--- src/sv/windowed_periodic_frame_scheduler_assert.svh ---
// Assertion macros for the windowed periodic frame scheduler.
// Depends on a clock named clk and an active-low reset named arst_n in scope.
`ifndef WINDOWED_PERIODIC_FRAME_SCHEDULER_ASSERT_SVH
`define WINDOWED_PERIODIC_FRAME_SCHEDULER_ASSERT_SVH

// The consequent must hold whenever the antecedent does, outside reset.
`define WPFS_IMPLIES(label, ante, cons, msg) \
	label: assert property (@(posedge clk) disable iff (!arst_n) (ante) |-> (cons)) \
		else $error(msg);

// The expression must never be true, outside reset.
`define WPFS_NEVER(label, expr, msg) \
	label: assert property (@(posedge clk) disable iff (!arst_n) !(expr)) \
		else $error(msg);

`endif

--- src/sv/wpfs_pkg.sv ---
// Shared types and constants of the windowed periodic frame scheduler.
// No dependencies; used by every module of the block.
package wpfs_pkg;

	// Number of windows and queue depth by default, and the fixed widths of the item fields.
	localparam int WINDOWS_DEF = 8;
	localparam int QUEUE_DEPTH = 2;
	localparam int WIN_W       = 3;
	localparam int CMD_W       = 4;
	localparam int EVW         = 4;
	localparam int PERIOD_W    = 16;

	// Input operations.
	localparam logic [1:0] OP_COMPACT  = 2'd0;
	localparam logic [1:0] OP_EXTENDED = 2'd1;
	localparam logic [1:0] OP_TICK     = 2'd2;

	// Result kinds.
	localparam logic [1:0] KIND_STORED  = 2'd0;
	localparam logic [1:0] KIND_IGNORED = 2'd1;
	localparam logic [1:0] KIND_FIRED   = 2'd2;

	// One classified item as it waits between the front and back ends.
	typedef struct packed {
		logic                is_tick;
		logic                extended;
		logic [7:0]          b0;
		logic [7:0]          b1;
		logic [7:0]          b2;
		logic [7:0]          b3;
		logic [7:0]          b4;
		logic [PERIOD_W-1:0] stamp;
	} wpfs_item_t;

endpackage

--- src/sv/wpfs_front.sv ---
// Front end: accepts input items, drops repeated ticks and unused codes.
// Depends on wpfs_pkg.
module wpfs_front import wpfs_pkg::*; (
	input  logic        clk,
	input  logic        arst_n,
	input  logic        in_valid,
	output logic        in_stall,
	input  logic [1:0]  op,
	input  logic [7:0]  entry_b0,
	input  logic [7:0]  entry_b1,
	input  logic [7:0]  entry_b2,
	input  logic [7:0]  entry_b3,
	input  logic [7:0]  entry_b4,
	input  logic [31:0] now_stamp,
	input  logic        q_full,
	output logic        q_push,
	output wpfs_item_t  q_item
);

	logic [31:0] prev_stamp_q;
	logic        accept;
	logic        is_load;
	logic        is_tick;

	// An item is taken whenever the queue has room.
	assign in_stall = q_full;
	assign accept   = in_valid && !q_full;
	assign is_load  = (op == OP_COMPACT) || (op == OP_EXTENDED);
	assign is_tick  = (op == OP_TICK);

	// Only loads and new timestamps reach the back end.
	assign q_push = accept && (is_load || (is_tick && (now_stamp != prev_stamp_q)));

	always_comb begin
		q_item.is_tick  = is_tick;
		q_item.extended = (op == OP_EXTENDED);
		q_item.b0       = entry_b0;
		q_item.b1       = entry_b1;
		q_item.b2       = entry_b2;
		q_item.b3       = entry_b3;
		q_item.b4       = entry_b4;
		q_item.stamp    = now_stamp[PERIOD_W-1:0];
	end

	// Last timestamp seen, for the repeat check.
	always_ff @(posedge clk or negedge arst_n) begin
		if (!arst_n) begin
			prev_stamp_q <= '0;
		end else if (accept && is_tick) begin
			prev_stamp_q <= now_stamp;
		end
	end

endmodule

--- src/sv/wpfs_fifo.sv ---
// Short queue of classified items between the front and back ends.
// Depends on wpfs_pkg.
module wpfs_fifo import wpfs_pkg::*; #(
	parameter int DEPTH = QUEUE_DEPTH
) (
	input  logic       clk,
	input  logic       arst_n,
	input  logic       push,
	input  wpfs_item_t push_item,
	output logic       full,
	input  logic       pop,
	output logic       avail,
	output wpfs_item_t pop_item
);

	localparam int PW = (DEPTH > 1) ? $clog2(DEPTH) : 1;
	localparam int CW = $clog2(DEPTH + 1);

	wpfs_item_t      slot_q [DEPTH];
	logic [PW-1:0]   wr_ptr_q;
	logic [PW-1:0]   rd_ptr_q;
	logic [CW-1:0]   count_q;

	assign full     = (count_q == CW'(DEPTH));
	assign avail    = (count_q != '0);
	assign pop_item = slot_q[rd_ptr_q];

	// Storage is written only at the write pointer.
	always_ff @(posedge clk) begin
		if (push) begin
			slot_q[wr_ptr_q] <= push_item;
		end
	end

	// Pointers wrap at the depth.
	always_ff @(posedge clk or negedge arst_n) begin
		if (!arst_n) begin
			wr_ptr_q <= '0;
			rd_ptr_q <= '0;
			count_q  <= '0;
		end else begin
			if (push) begin
				wr_ptr_q <= (wr_ptr_q == PW'(DEPTH - 1)) ? '0 : wr_ptr_q + 1'b1;
			end
			if (pop) begin
				rd_ptr_q <= (rd_ptr_q == PW'(DEPTH - 1)) ? '0 : rd_ptr_q + 1'b1;
			end
			if (push && !pop) begin
				count_q <= count_q + 1'b1;
			end else if (pop && !push) begin
				count_q <= count_q - 1'b1;
			end
		end
	end

endmodule

--- src/sv/wpfs_back.sv ---
// Back end: window table, tick scan and fire sequencer, output register.
// Depends on wpfs_pkg.
module wpfs_back import wpfs_pkg::*; #(
	parameter int WINDOWS = WINDOWS_DEF
) (
	input  logic              clk,
	input  logic              arst_n,
	input  logic              q_avail,
	input  wpfs_item_t        q_item,
	output logic              q_pop,
	output logic              out_valid,
	input  logic              out_stall,
	output logic [1:0]        kind,
	output logic [WIN_W-1:0]  window,
	output logic [CMD_W-1:0]  command,
	output logic [7:0]        tag_kind,
	output logic signed [7:0] dim_level,
	output logic [EVW-1:0]    event_windows,
	output logic              run_last
);

	localparam int IW = (WINDOWS > 1) ? $clog2(WINDOWS) : 1;
	localparam logic [IW-1:0] LAST_IDX = IW'(WINDOWS - 1);

	localparam logic [1:0] ST_IDLE = 2'd0;
	localparam logic [1:0] ST_SCAN = 2'd1;
	localparam logic [1:0] ST_EMIT = 2'd2;

	// Window table.
	logic [WINDOWS-1:0]  act_q;
	logic [WINDOWS-1:0]  evt_q;
	logic [CMD_W-1:0]    cmd_q    [WINDOWS];
	logic [7:0]          tag_q    [WINDOWS];
	logic [7:0]          dim_q    [WINDOWS];
	logic [PERIOD_W-1:0] period_q [WINDOWS];
	logic [PERIOD_W-1:0] fired_q  [WINDOWS];

	// Sequencer.
	logic [1:0]          state_q;
	logic [IW-1:0]       idx_q;
	logic [WINDOWS-1:0]  mask_q;
	logic [PERIOD_W-1:0] now_q;

	// Output register.
	logic                out_valid_q;
	logic [1:0]          kind_q;
	logic [WIN_W-1:0]    window_q;
	logic [CMD_W-1:0]    command_q;
	logic [7:0]          tag_kind_q;
	logic [7:0]          dim_level_q;
	logic [EVW-1:0]      event_windows_q;
	logic                run_last_q;

	logic                out_free;
	logic                do_load;
	logic [WIN_W-1:0]    ld_win;
	logic                ld_ok;
	logic [IW-1:0]       ld_idx;
	logic [CMD_W-1:0]    ld_cmd;
	logic                ld_evt;
	logic [7:0]          ld_dim;
	logic [PERIOD_W-1:0] ld_period;
	logic [WINDOWS-1:0]  ev_vec;
	logic [EVW-1:0]      ev_now;
	logic [EVW-1:0]      ev_after_load;
	logic [PERIOD_W-1:0] elapsed;
	logic                scan_fire;
	logic [IW-1:0]       pick;
	logic [WINDOWS-1:0]  pick_oh;
	logic [WINDOWS-1:0]  rest_mask;
	logic                do_fire;

	assign out_free = !out_valid_q || !out_stall;

	// Decode a load entry.
	assign ld_win  = q_item.b0[7:5];
	assign ld_ok   = (int'(ld_win) < WINDOWS);
	assign ld_idx  = IW'(ld_win);
	assign ld_cmd  = q_item.b0[CMD_W-1:0];
	assign ld_evt  = q_item.b0[4];
	assign ld_dim  = q_item.extended ? q_item.b1 : {3'b000, q_item.b1[7:4], 1'b0};
	assign ld_period = q_item.extended ? {q_item.b3, q_item.b4}
	                                   : {4'b0000, q_item.b1[3:0], q_item.b2};
	assign do_load = (state_q == ST_IDLE) && q_avail && !q_item.is_tick && out_free;

	// Event-mode count, both now and as it will be once a load lands.
	always_comb begin
		ev_vec        = act_q & evt_q;
		ev_now        = '0;
		ev_after_load = '0;
		for (int i = 0; i < WINDOWS; i++) begin
			ev_now = ev_now + EVW'(ev_vec[i]);
			if (ld_ok && (ld_idx == IW'(i))) begin
				ev_after_load = ev_after_load + EVW'((ld_cmd != '0) && ld_evt);
			end else begin
				ev_after_load = ev_after_load + EVW'(ev_vec[i]);
			end
		end
	end

	// Scan step: one window's elapsed time against its period.
	assign elapsed   = now_q - fired_q[idx_q];
	assign scan_fire = act_q[idx_q] && !evt_q[idx_q] && (elapsed >= period_q[idx_q]);

	// Lowest pending window of the fire mask.
	always_comb begin
		pick    = '0;
		pick_oh = '0;
		for (int i = WINDOWS - 1; i >= 0; i--) begin
			if (mask_q[i]) begin
				pick = IW'(i);
			end
		end
		pick_oh[pick] = 1'b1;
	end
	assign rest_mask = mask_q & ~pick_oh;
	assign do_fire   = (state_q == ST_EMIT) && (mask_q != '0) && out_free;

	assign q_pop = do_load || ((state_q == ST_IDLE) && q_avail && q_item.is_tick);

	// Sequencer: idle, scan every window, then emit the fired ones in order.
	always_ff @(posedge clk or negedge arst_n) begin
		if (!arst_n) begin
			state_q <= ST_IDLE;
			idx_q   <= '0;
			mask_q  <= '0;
			now_q   <= '0;
		end else begin
			case (state_q)
				ST_IDLE: begin
					if (q_avail && q_item.is_tick) begin
						now_q   <= q_item.stamp;
						idx_q   <= '0;
						mask_q  <= '0;
						state_q <= ST_SCAN;
					end
				end
				ST_SCAN: begin
					mask_q[idx_q] <= scan_fire;
					if (idx_q == LAST_IDX) begin
						state_q <= ST_EMIT;
					end else begin
						idx_q <= idx_q + 1'b1;
					end
				end
				ST_EMIT: begin
					if (mask_q == '0) begin
						state_q <= ST_IDLE;
					end else if (out_free) begin
						mask_q <= rest_mask;
						if (rest_mask == '0) begin
							state_q <= ST_IDLE;
						end
					end
				end
				default: begin
					state_q <= ST_IDLE;
				end
			endcase
		end
	end

	// Table updates: loads write an entry, fires record their time.
	always_ff @(posedge clk or negedge arst_n) begin
		if (!arst_n) begin
			act_q <= '0;
			evt_q <= '0;
			for (int i = 0; i < WINDOWS; i++) begin
				cmd_q[i]    <= '0;
				tag_q[i]    <= '0;
				dim_q[i]    <= '0;
				period_q[i] <= '0;
				fired_q[i]  <= '0;
			end
		end else begin
			if (do_load && ld_ok) begin
				act_q[ld_idx]    <= (ld_cmd != '0);
				evt_q[ld_idx]    <= ld_evt;
				cmd_q[ld_idx]    <= ld_cmd;
				dim_q[ld_idx]    <= ld_dim;
				period_q[ld_idx] <= ld_period;
				if (q_item.extended) begin
					tag_q[ld_idx] <= q_item.b2;
				end
			end
			if (do_fire) begin
				fired_q[pick] <= now_q;
			end
		end
	end

	// Output register valid flag.
	always_ff @(posedge clk or negedge arst_n) begin
		if (!arst_n) begin
			out_valid_q <= 1'b0;
		end else if (do_load || do_fire) begin
			out_valid_q <= 1'b1;
		end else if (!out_stall) begin
			out_valid_q <= 1'b0;
		end
	end

	// Output register payload.
	always_ff @(posedge clk) begin
		if (do_load) begin
			kind_q          <= ld_ok ? KIND_STORED : KIND_IGNORED;
			window_q        <= ld_win;
			command_q       <= '0;
			tag_kind_q      <= '0;
			dim_level_q     <= '0;
			event_windows_q <= ev_after_load;
			run_last_q      <= 1'b1;
		end else if (do_fire) begin
			kind_q          <= KIND_FIRED;
			window_q        <= WIN_W'(pick);
			command_q       <= cmd_q[pick];
			tag_kind_q      <= tag_q[pick];
			dim_level_q     <= dim_q[pick];
			event_windows_q <= ev_now;
			run_last_q      <= (rest_mask == '0);
		end
	end

	assign out_valid     = out_valid_q;
	assign kind          = kind_q;
	assign window        = window_q;
	assign command       = command_q;
	assign tag_kind      = tag_kind_q;
	assign dim_level     = dim_level_q;
	assign event_windows = event_windows_q;
	assign run_last      = run_last_q;

endmodule

--- src/sv/windowed_periodic_frame_scheduler.sv ---
// Windowed periodic frame scheduler top level: front end, item queue, back end.
// Depends on wpfs_pkg, wpfs_front, wpfs_fifo, wpfs_back and the assertion header.
// Use of the block:
// The input channel (in_valid, in_stall) carries loads and timestamp ticks.
// A load writes one window entry, compact or extended, and gives one result:
// stored, or ignored when the window index is out of range.
// A tick with a new timestamp checks every active timer-mode window and gives
// one fired result per window whose elapsed time has reached its period, in
// ascending window order; run_last marks the last result of an item.
// A repeated timestamp, and the unused operation code, give no result.
// The output channel (out_valid, out_stall) is a single output register.
// A load result passes through the item queue and the output register.
// A load holds the back end only while it is taken; a tick holds it for a pick-up
// step, a scan of every window and one emit step per fired window (one closing
// step when none fires); loads and emits wait while the output is stalled.
// A two-item queue lets the input keep accepting while the back end works.
// Reset clears the whole window table, the last timestamp and the queue.
// While the receiver stalls, the held result stays put and the back end holds its next result;
// the queue fills and then in_stall rises.
module windowed_periodic_frame_scheduler import wpfs_pkg::*; #(
	parameter int WINDOWS = WINDOWS_DEF
) (
	input  logic              clk,
	input  logic              arst_n,
	input  logic              in_valid,
	output logic              in_stall,
	input  logic [1:0]        op,
	input  logic [7:0]        entry_b0,
	input  logic [7:0]        entry_b1,
	input  logic [7:0]        entry_b2,
	input  logic [7:0]        entry_b3,
	input  logic [7:0]        entry_b4,
	input  logic [31:0]       now_stamp,
	output logic              out_valid,
	input  logic              out_stall,
	output logic [1:0]        kind,
	output logic [WIN_W-1:0]  window,
	output logic [CMD_W-1:0]  command,
	output logic [7:0]        tag_kind,
	output logic signed [7:0] dim_level,
	output logic [EVW-1:0]    event_windows,
	output logic              run_last
);

	`include "windowed_periodic_frame_scheduler_assert.svh"

	logic       q_full;
	logic       q_push;
	logic       q_pop;
	logic       q_avail;
	wpfs_item_t push_item;
	wpfs_item_t pop_item;

	// Classification of incoming items.
	wpfs_front u_front (
		.clk       (clk),
		.arst_n    (arst_n),
		.in_valid  (in_valid),
		.in_stall  (in_stall),
		.op        (op),
		.entry_b0  (entry_b0),
		.entry_b1  (entry_b1),
		.entry_b2  (entry_b2),
		.entry_b3  (entry_b3),
		.entry_b4  (entry_b4),
		.now_stamp (now_stamp),
		.q_full    (q_full),
		.q_push    (q_push),
		.q_item    (push_item)
	);

	// Queue between the two ends.
	wpfs_fifo #(
		.DEPTH (QUEUE_DEPTH)
	) u_fifo (
		.clk       (clk),
		.arst_n    (arst_n),
		.push      (q_push),
		.push_item (push_item),
		.full      (q_full),
		.pop       (q_pop),
		.avail     (q_avail),
		.pop_item  (pop_item)
	);

	// Table, scan and result generation.
	wpfs_back #(
		.WINDOWS (WINDOWS)
	) u_back (
		.clk           (clk),
		.arst_n        (arst_n),
		.q_avail       (q_avail),
		.q_item        (pop_item),
		.q_pop         (q_pop),
		.out_valid     (out_valid),
		.out_stall     (out_stall),
		.kind          (kind),
		.window        (window),
		.command       (command),
		.tag_kind      (tag_kind),
		.dim_level     (dim_level),
		.event_windows (event_windows),
		.run_last      (run_last)
	);

	// Consistency checks.
	`WPFS_NEVER(a_no_push_when_full, q_push && q_full && !q_pop, "queue overflow")
	`WPFS_NEVER(a_no_pop_when_empty, q_pop && !q_avail, "pop from an empty queue")
	`WPFS_IMPLIES(a_load_is_last, out_valid && (kind != KIND_FIRED), run_last, "load not last")
	`WPFS_IMPLIES(a_fire_has_cmd, out_valid && (kind == KIND_FIRED), command != '0, "no command")

endmodule

--- config.mk ---
export PLATFORM = sky130hd
export DESIGN_NAME = windowed_periodic_frame_scheduler
export DESIGN_NICKNAME = d
export VERILOG_FILES = /design/src/sv/wpfs_pkg.sv /design/src/sv/wpfs_front.sv /design/src/sv/wpfs_fifo.sv /design/src/sv/wpfs_back.sv /design/src/sv/windowed_periodic_frame_scheduler.sv
export VERILOG_INCLUDE_DIRS = /design/src /design/src/sv
export SDC_FILE = /design/constraint.sdc
export NUM_CORES = 1
export LEC_CHECK = 0
export BUFFER_PORTS_ARGS = -buffer_cell sky130_fd_sc_hd__buf_2
export CORE_ASPECT_RATIO = 1.5
export CORE_MARGIN = 10
export CORE_UTILIZATION = 45
export DETAILED_ROUTE_END_ITERATION = 8
export GPL_TIMING_DRIVEN = 0
export PLACE_DENSITY_LB_ADDON = 0.08
export SLEW_MARGIN = 40
export SYNTH_ARGS = -nofsm -noshare
export SYNTH_HDL_FRONTEND = slang
export SYNTH_SLANG_ARGS = --single-unit
--- constraint.sdc ---
create_clock -name clk -period 8.5 [get_ports clk]
set_clock_uncertainty 0.2 [all_clocks]
set_input_delay 0.425 -clock clk [delete_from_list [all_inputs] [get_ports clk]]
set_output_delay 0.425 -clock clk [all_outputs]
set_load 0.01 [all_outputs]
# Yosys cells after proc, flatten, opt, wreduce, memory -nomap -nowiden
# Memory sizes are Yosys's and may differ from the RTL's.
# Index checks and enable logic that the tools add are counted.
# word_totals
mem_bits_rw	116
latchBits	0
romBits	0
input_bits	78
out_inout_bits	32
mem_count	1
register_bits	527
wordCells	260
# memory_table
memory	words	word_bits	read_ports	rd_ports_with_merged_regs	write_ports	line_no	text
u_fifo.slot_q	2	58	1	0	1	wpfs_fifo.sv:19	wpfs_item_t slot_q [DEPTH];
# classes
shift	0
eq_ne	22
n_bitwise	6
n_mul	0
n_reduce_logical	50
n_div	0
n_lt_le_gt_ge	12
add_sub_neg	27
muxes	84
# ops
operator	n
128-bit bitwise mux	2
64-bit bitwise mux	2
16-bit 2-to-1 mux	7
16-bit binary-select mux with 3-bit select	2
16-bit demux with 3-bit select	2
4-bit by 1-bit adder with 4-bit output	20
8-bit 2-to-1 mux	9
8-bit binary-select mux with 3-bit select	2
4-bit 2-to-1 mux	12
3-bit 2-to-1 mux	12
32-bit bitwise mux	1
32-bit != test	1
8-bit bitwise mux	3
8-bit demux with 3-bit select	1
8-bit one-hot mux with 3 select lines	1
1-bit logical AND	21
8-bit AND	2
16-bit greater-or-equal comparator	1
8-bit logical NOT	2
16-bit subtractor	1
3-bit equality test, second input constant	5
2-bit 2-to-1 mux	7
4-bit binary-select mux with 3-bit select	1
4-bit demux with 3-bit select	1
other kinds (35)	83

# Depth between registers and ports, before layout
# logic_depth
depth_word	19
mapped_depth	25
depth_no_buf	20

# Hierarchy
# From an unflattened synthesis, not the netlist that was laid out.
# unflattened
hier_cells	2470
area_unflattened_um2	29381.9
# by_module_without_submodules
mod	cells_each	seq_area_each_um2	instances	area_per_inst_um2
wpfs_back	2099	12211.7	1	22929.5
wpfs_fifo	197	3583.4	1	4420.5
wpfs_front	174	800.8	1	2031.9

# Worst setup path before layout
# No wires, ideal clock.
# synth_timing
path_kind	reg2reg
startpoint	reg u_back.idx_q[1]
endpoint	reg u_back.mask_q[2]
path_buffers	5
required_time_ns	8.218
arrival_time_ns	5.158
synth_period_minus_slack_ns	5.440
setup_ns	0.082
path_stages_with_launch	25
path_slack_ns	3.060
path_cell_list	dfrtp_1 > buf_2 > clkbuf_1 > and3_1 > clkbuf_1 > clkbuf_1 > a22oi_1 > nand4_1 > ha_1 > inv_1 > fa_1 > a21o_1 > a21o_1 > a2111oi_0 > o21ai_0 > o21a_1 > xor2_1 > ha_1 > nand4_1 > nor4_1 > a311o_1 > o21ai_0 > or4_1 > clkbuf_1 > o22ai_1
# synth_between
elab_chain_cells	9
elab_cells_between_ends	23
cone_classes	add/sub (1); order compare (3); mux (14); bitwise (1); reduce/logical (4)
# synth_lines
element	line_no	text
start, declared	wpfs_back.sv:40	logic [IW-1:0] idx_q;
start signal, assigned	wpfs_back.sv:143	idx_q <= idx_q + 1'b1;
3-bit inverter with 4-bit output (not written as such)	wpfs_back.sv:102, wpfs_back.sv:103	
16-bit binary-select mux with 3-bit select	wpfs_back.sv:102	assign elapsed = now_q - fired_q[idx_q];
16-bit 2-to-1 mux (not written as such) (2 in series)	wpfs_back.sv:102	
16-bit subtractor	wpfs_back.sv:102	
16-bit greater-or-equal comparator	wpfs_back.sv:103	assign scan_fire = act_q[idx_q] && !evt_q[idx_q] && (elapsed >= period_q[idx_q]);
1-bit logical AND	wpfs_back.sv:103	
8-bit bitwise mux *	wpfs_back.sv:139	mask_q[idx_q] <= scan_fire;
8-bit one-hot mux with 3 select lines *	wpfs_back.sv:129	case (state_q)
end signal, assigned by index	wpfs_back.sv:139	
end signal, assigned	wpfs_back.sv:150	mask_q <= rest_mask;
end, declared	wpfs_back.sv:41	logic [WINDOWS-1:0] mask_q;
# Every way passes the cells marked *; elsewhere a longest branch is shown, timed or not. The select of a mux whose other input is x is not followed.
# A chain may end at the register's enable or synchronous reset.

# Worst setup path after layout
# layout_timing
startpoint	reg u_back.idx_q[2]
endpoint	reg u_back.mask_q[4]
# The elaborated chain is that of the path after synthesis.

==> results.json <==
{
  "ys_types": 79,
  "cts_buffer_depth": 3,
  "numCtsBuffers": 66,
  "synthesis.nets": 2585,
  "fin_total_pwr_mw": 11.57,
  "htreeDepth": 3,
  "min_period_ps": 7405,
  "fp-row-count": 113,
  "die-area_sq_um": 74170,
  "io_pins": 110,
  "relSlewSlack": 0.3770,
  "dp_hpwl_mm": 67.04,
  "syn-mean-instance-area_sq_um": 11.68,
  "synth_edf_count": 123,
  "path_clk_slew_ps": 70,
  "fmax_ghz": 0.1350,
  "p_leak_nw": 14.57,
  "yosys-top-cells-count": "dfrtp_1 (498), nand2_1 (284), o21ai_0 (238)",
  "grt-ovfl-total": 0,
  "antenna_found_initial": 1,
  "fill_cells": 5600,
  "core_sq_um": 63060,
  "async_flop_share": 0.7745,
  "yosys-top-cells-area": "dfrtp_1 (44%), edfxtp_1 (13%), mux2_2 (9.3%), o21ai_0 (4.2%), nand2_1 (3.7%)",
  "worst_setup_path_start_kind": "flop",
  "area.growth.synth_to_final_pct": 17.35,
  "drc_errors": 0,
  "die_w_microns": 225.7,
  "drt-vias-per-instance": 5.896,
  "gp_congestion": 0.9092,
  "diodes": 0,
  "grt_usage": 0.2598,
  "initial_utilization": 0.4531,
  "grt_pass1_vias": 21930,
  "layout-drive-gt1-share": 0.2107,
  "synth_ff_type": "dfrtp_1",
  "antenna_left": 0,
  "period_share": 0.8712,
  "cp_max_fo": 10,
  "cp-end-kind": "flop",
  "synth_top_area_share": 0.4362,
  "pwr_density_cell_nw_per_um2": 345.1,
  "drt_first_pass_iters": 9,
  "synth_seq_cells": 643,
  "numPlacedInstances": 3371,
  "post_cts_buffers": 0,
  "grt_max_degree": 74,
  "required_ps": 8790,
  "cts_root_buffer": "clkbuf_16",
  "post_cts_resized": 0,
  "vdd_drop_max_mv": 0.1946,
  "layout.nets": 2849,
  "maxCapViolCount": 0,
  "grt_setup_unrepaired": "no",
  "drv_slew": 0,
  "holdBufCountCts": 76,
  "yosysMostFrequentCell": "dfrtp_1",
  "clk_latency_ps": 620,
  "tightest_slew_ps": 934.5,
  "grt_pass1_wl_mm": 142.4,
  "ys_seq_area_frac": 0.5809,
  "ys_warn_count": 0,
  "final-seq-area_sq_um": 16600,
  "syn_inst": 2446,
  "setup_viol": 0,
  "drt-wirelength-per-cell_microns": 26.92,
  "cts_tree": "yes",
  "routed_wl_mm": 96.01,
  "dr.first_iter.drc_count": 1830,
  "die_y_microns": 328.6,
  "synth_area_leader_cell": "dfrtp_1",
  "multi_input_area_sq_um": 11340,
  "critPathArrivalTime_ps": 7690,
  "critical_path_class": "reg2reg",
  "netlist_area_sq_um": 28570,
  "via_count": 21030,
  "hold_viol": 0,
  "status": "completed",
  "portBuffers": 108,
  "clock-sinks": 643,
  "hp-class": "in2reg",
  "fin_cells": 3567
}
cell type report:
cell class	instances	area share
Timing Repair Buffer	196	0.04777
Multi-Input combinational cell	1627	0.3382
Tap cell	805	0.03004
Inverter	26	0.002911
Clock buffer	96	0.05777
Buffer	150	0.02034
Sequential cell	643	0.4950
Clock inverter	24	0.007949
report_power, final:
group	leakage [nW]	switching, mW	internal [mW]
clock	1.08	1.26	1.72
sequential	7.88	0.617	4.07
combinational	5.62	2.45	1.45
registers in the layout, summed over array words and instances, names as in the netlist, 2 cells and up:
name,count
u_back.event_windows,4
u_back.tag_q,64
u_back.evt_q,8
u_front.prev_stamp_q,32
u_back.act_q,8
u_fifo.count_q,2
u_back.idx_q,3
u_back.command,4
u_back.dim_level,8
u_back.mask_q,8
u_back.cmd_q,32
u_fifo.slot_q,116
u_back.dim_q,64
u_back.fired_q,128
u_back.window,3
u_back.tag_kind,8
u_back.period_q,128
u_back.state_q,2
u_back.now_q,16
placed cells by master (no fill, tap or decap), types with 9 or more instances in the layout:
master and instances:
o22ai_1 12, clkbuf_2 26, clkbuf_16 68, mux2_2 237, mux2i_1 46, nor2_1 140, edfxtp_1 123, a22o_1 28
a31oi_1 12, and3_1 28, inv_1 25, a221o_1 18, buf_4 10, dfxtp_1 22, nand4_1 10, a22oi_1 72
a211oi_1 20, buf_1 10, nor3_1 9, dfrtp_1 498, buf_2 143, clkinv_2 9, buf_16 9, xor2_1 18
nand2_1 284, mux2i_2 13, clkbuf_8 13, a21oi_1 130, a221oi_1 45, nor2b_1 19, a21oi_2 9, nand3_1 21
xnor2_1 42, ha_1 54, clkbuf_1 83, o21ai_0 237, dlygate4sd3_1 76
worst paths after layout:
kind | depth (start not counted) | slack (ps) | start | end
setup reg to reg | 25 | 1090 | u_back.idx_q[2]$_DFFE_PN0P_ | u_back.mask_q[4]$_DFFE_PN0P_
hold / removal | 4 | 30 | out_stall | u_fifo.rd_ptr_q$_DFFE_PN0P_
hold reg to reg | 2 | 280 | u_back.kind[1]$_SDFFE_PP0P_ | u_back.kind[1]$_SDFFE_PP0P_
setup / recovery | 25 | 1090 | u_back.idx_q[2]$_DFFE_PN0P_ | u_back.mask_q[4]$_DFFE_PN0P_
max in group asynchronous | 5 | 6600 | arst_n | u_back.tag_q[47]$_DFFE_PN0P_
min in group asynchronous | 2 | 70 | arst_n | u_back.fired_q[86]$_DFFE_PN0P_
metal layers:
metal,wire length [microns],global-route usage,up-vias
met5,11,0,-
met4,4740,0.1277,2
met3,4584,0.03640,208
met2,50530,0.4679,672
met1,36140,0.2953,10720
li1,-,-,9429
worst max-delay path: stages (launching register included):
cell       delay (ps)
dfrtp_1           360
buf_2             230
buf_2             280
and3b_1           180
clkbuf_1          280
clkbuf_1          710
buf_2             550
a22oi_1           130
nand4_1           120
ha_1              180
inv_1              60
fa_1              410
a21o_1            180
a21o_1            210
a2111oi_1         680
o21ai_0           250
o21a_1            170
xor2_1            150
ha_1              310
nand4_1           120
nor4_1             70
a311o_1           320
o21ai_1           470
or4_1             190
clkbuf_1          310
o21ai_0           150
cells by family (layout without fill, tap and decap cells):
kind of cell,Yosys count,count (layout),share of synthesized area
DFF,643,643,0.5809
AOI/OAI and AO/OA,641,641,0.1429
and+or+nand+nor,567,567,0.08860
muxes,297,297,0.1146
buffers and inverters,176,492,0.02597
adders and majority gates,61,61,0.02855
xor gates and xnor gates,60,60,0.01839
other,1,1,0.0001313
stage by stage:
stage | utilization | TNS (ps) | hold WS, ps | worst slack (ps) | cell area (sq um)
after detailed placement | 0.4843 | 0 | 82.62 | 532.4 | 30540
after global placement | 0.4776 | -1621560 | 255.2 | -3329 | 30120
final | 0.5317 | 0 | 27.35 | 1095 | 33530
after floorplan | - | 0 | -70.59 | 3060 | 28570
after global routing | 0.5317 | 0 | 78.81 | 580.3 | 33530
after CTS | 0.5313 | 0 | 4.587 | 473.3 | 33500
Power figures use the tool's default switching activity.
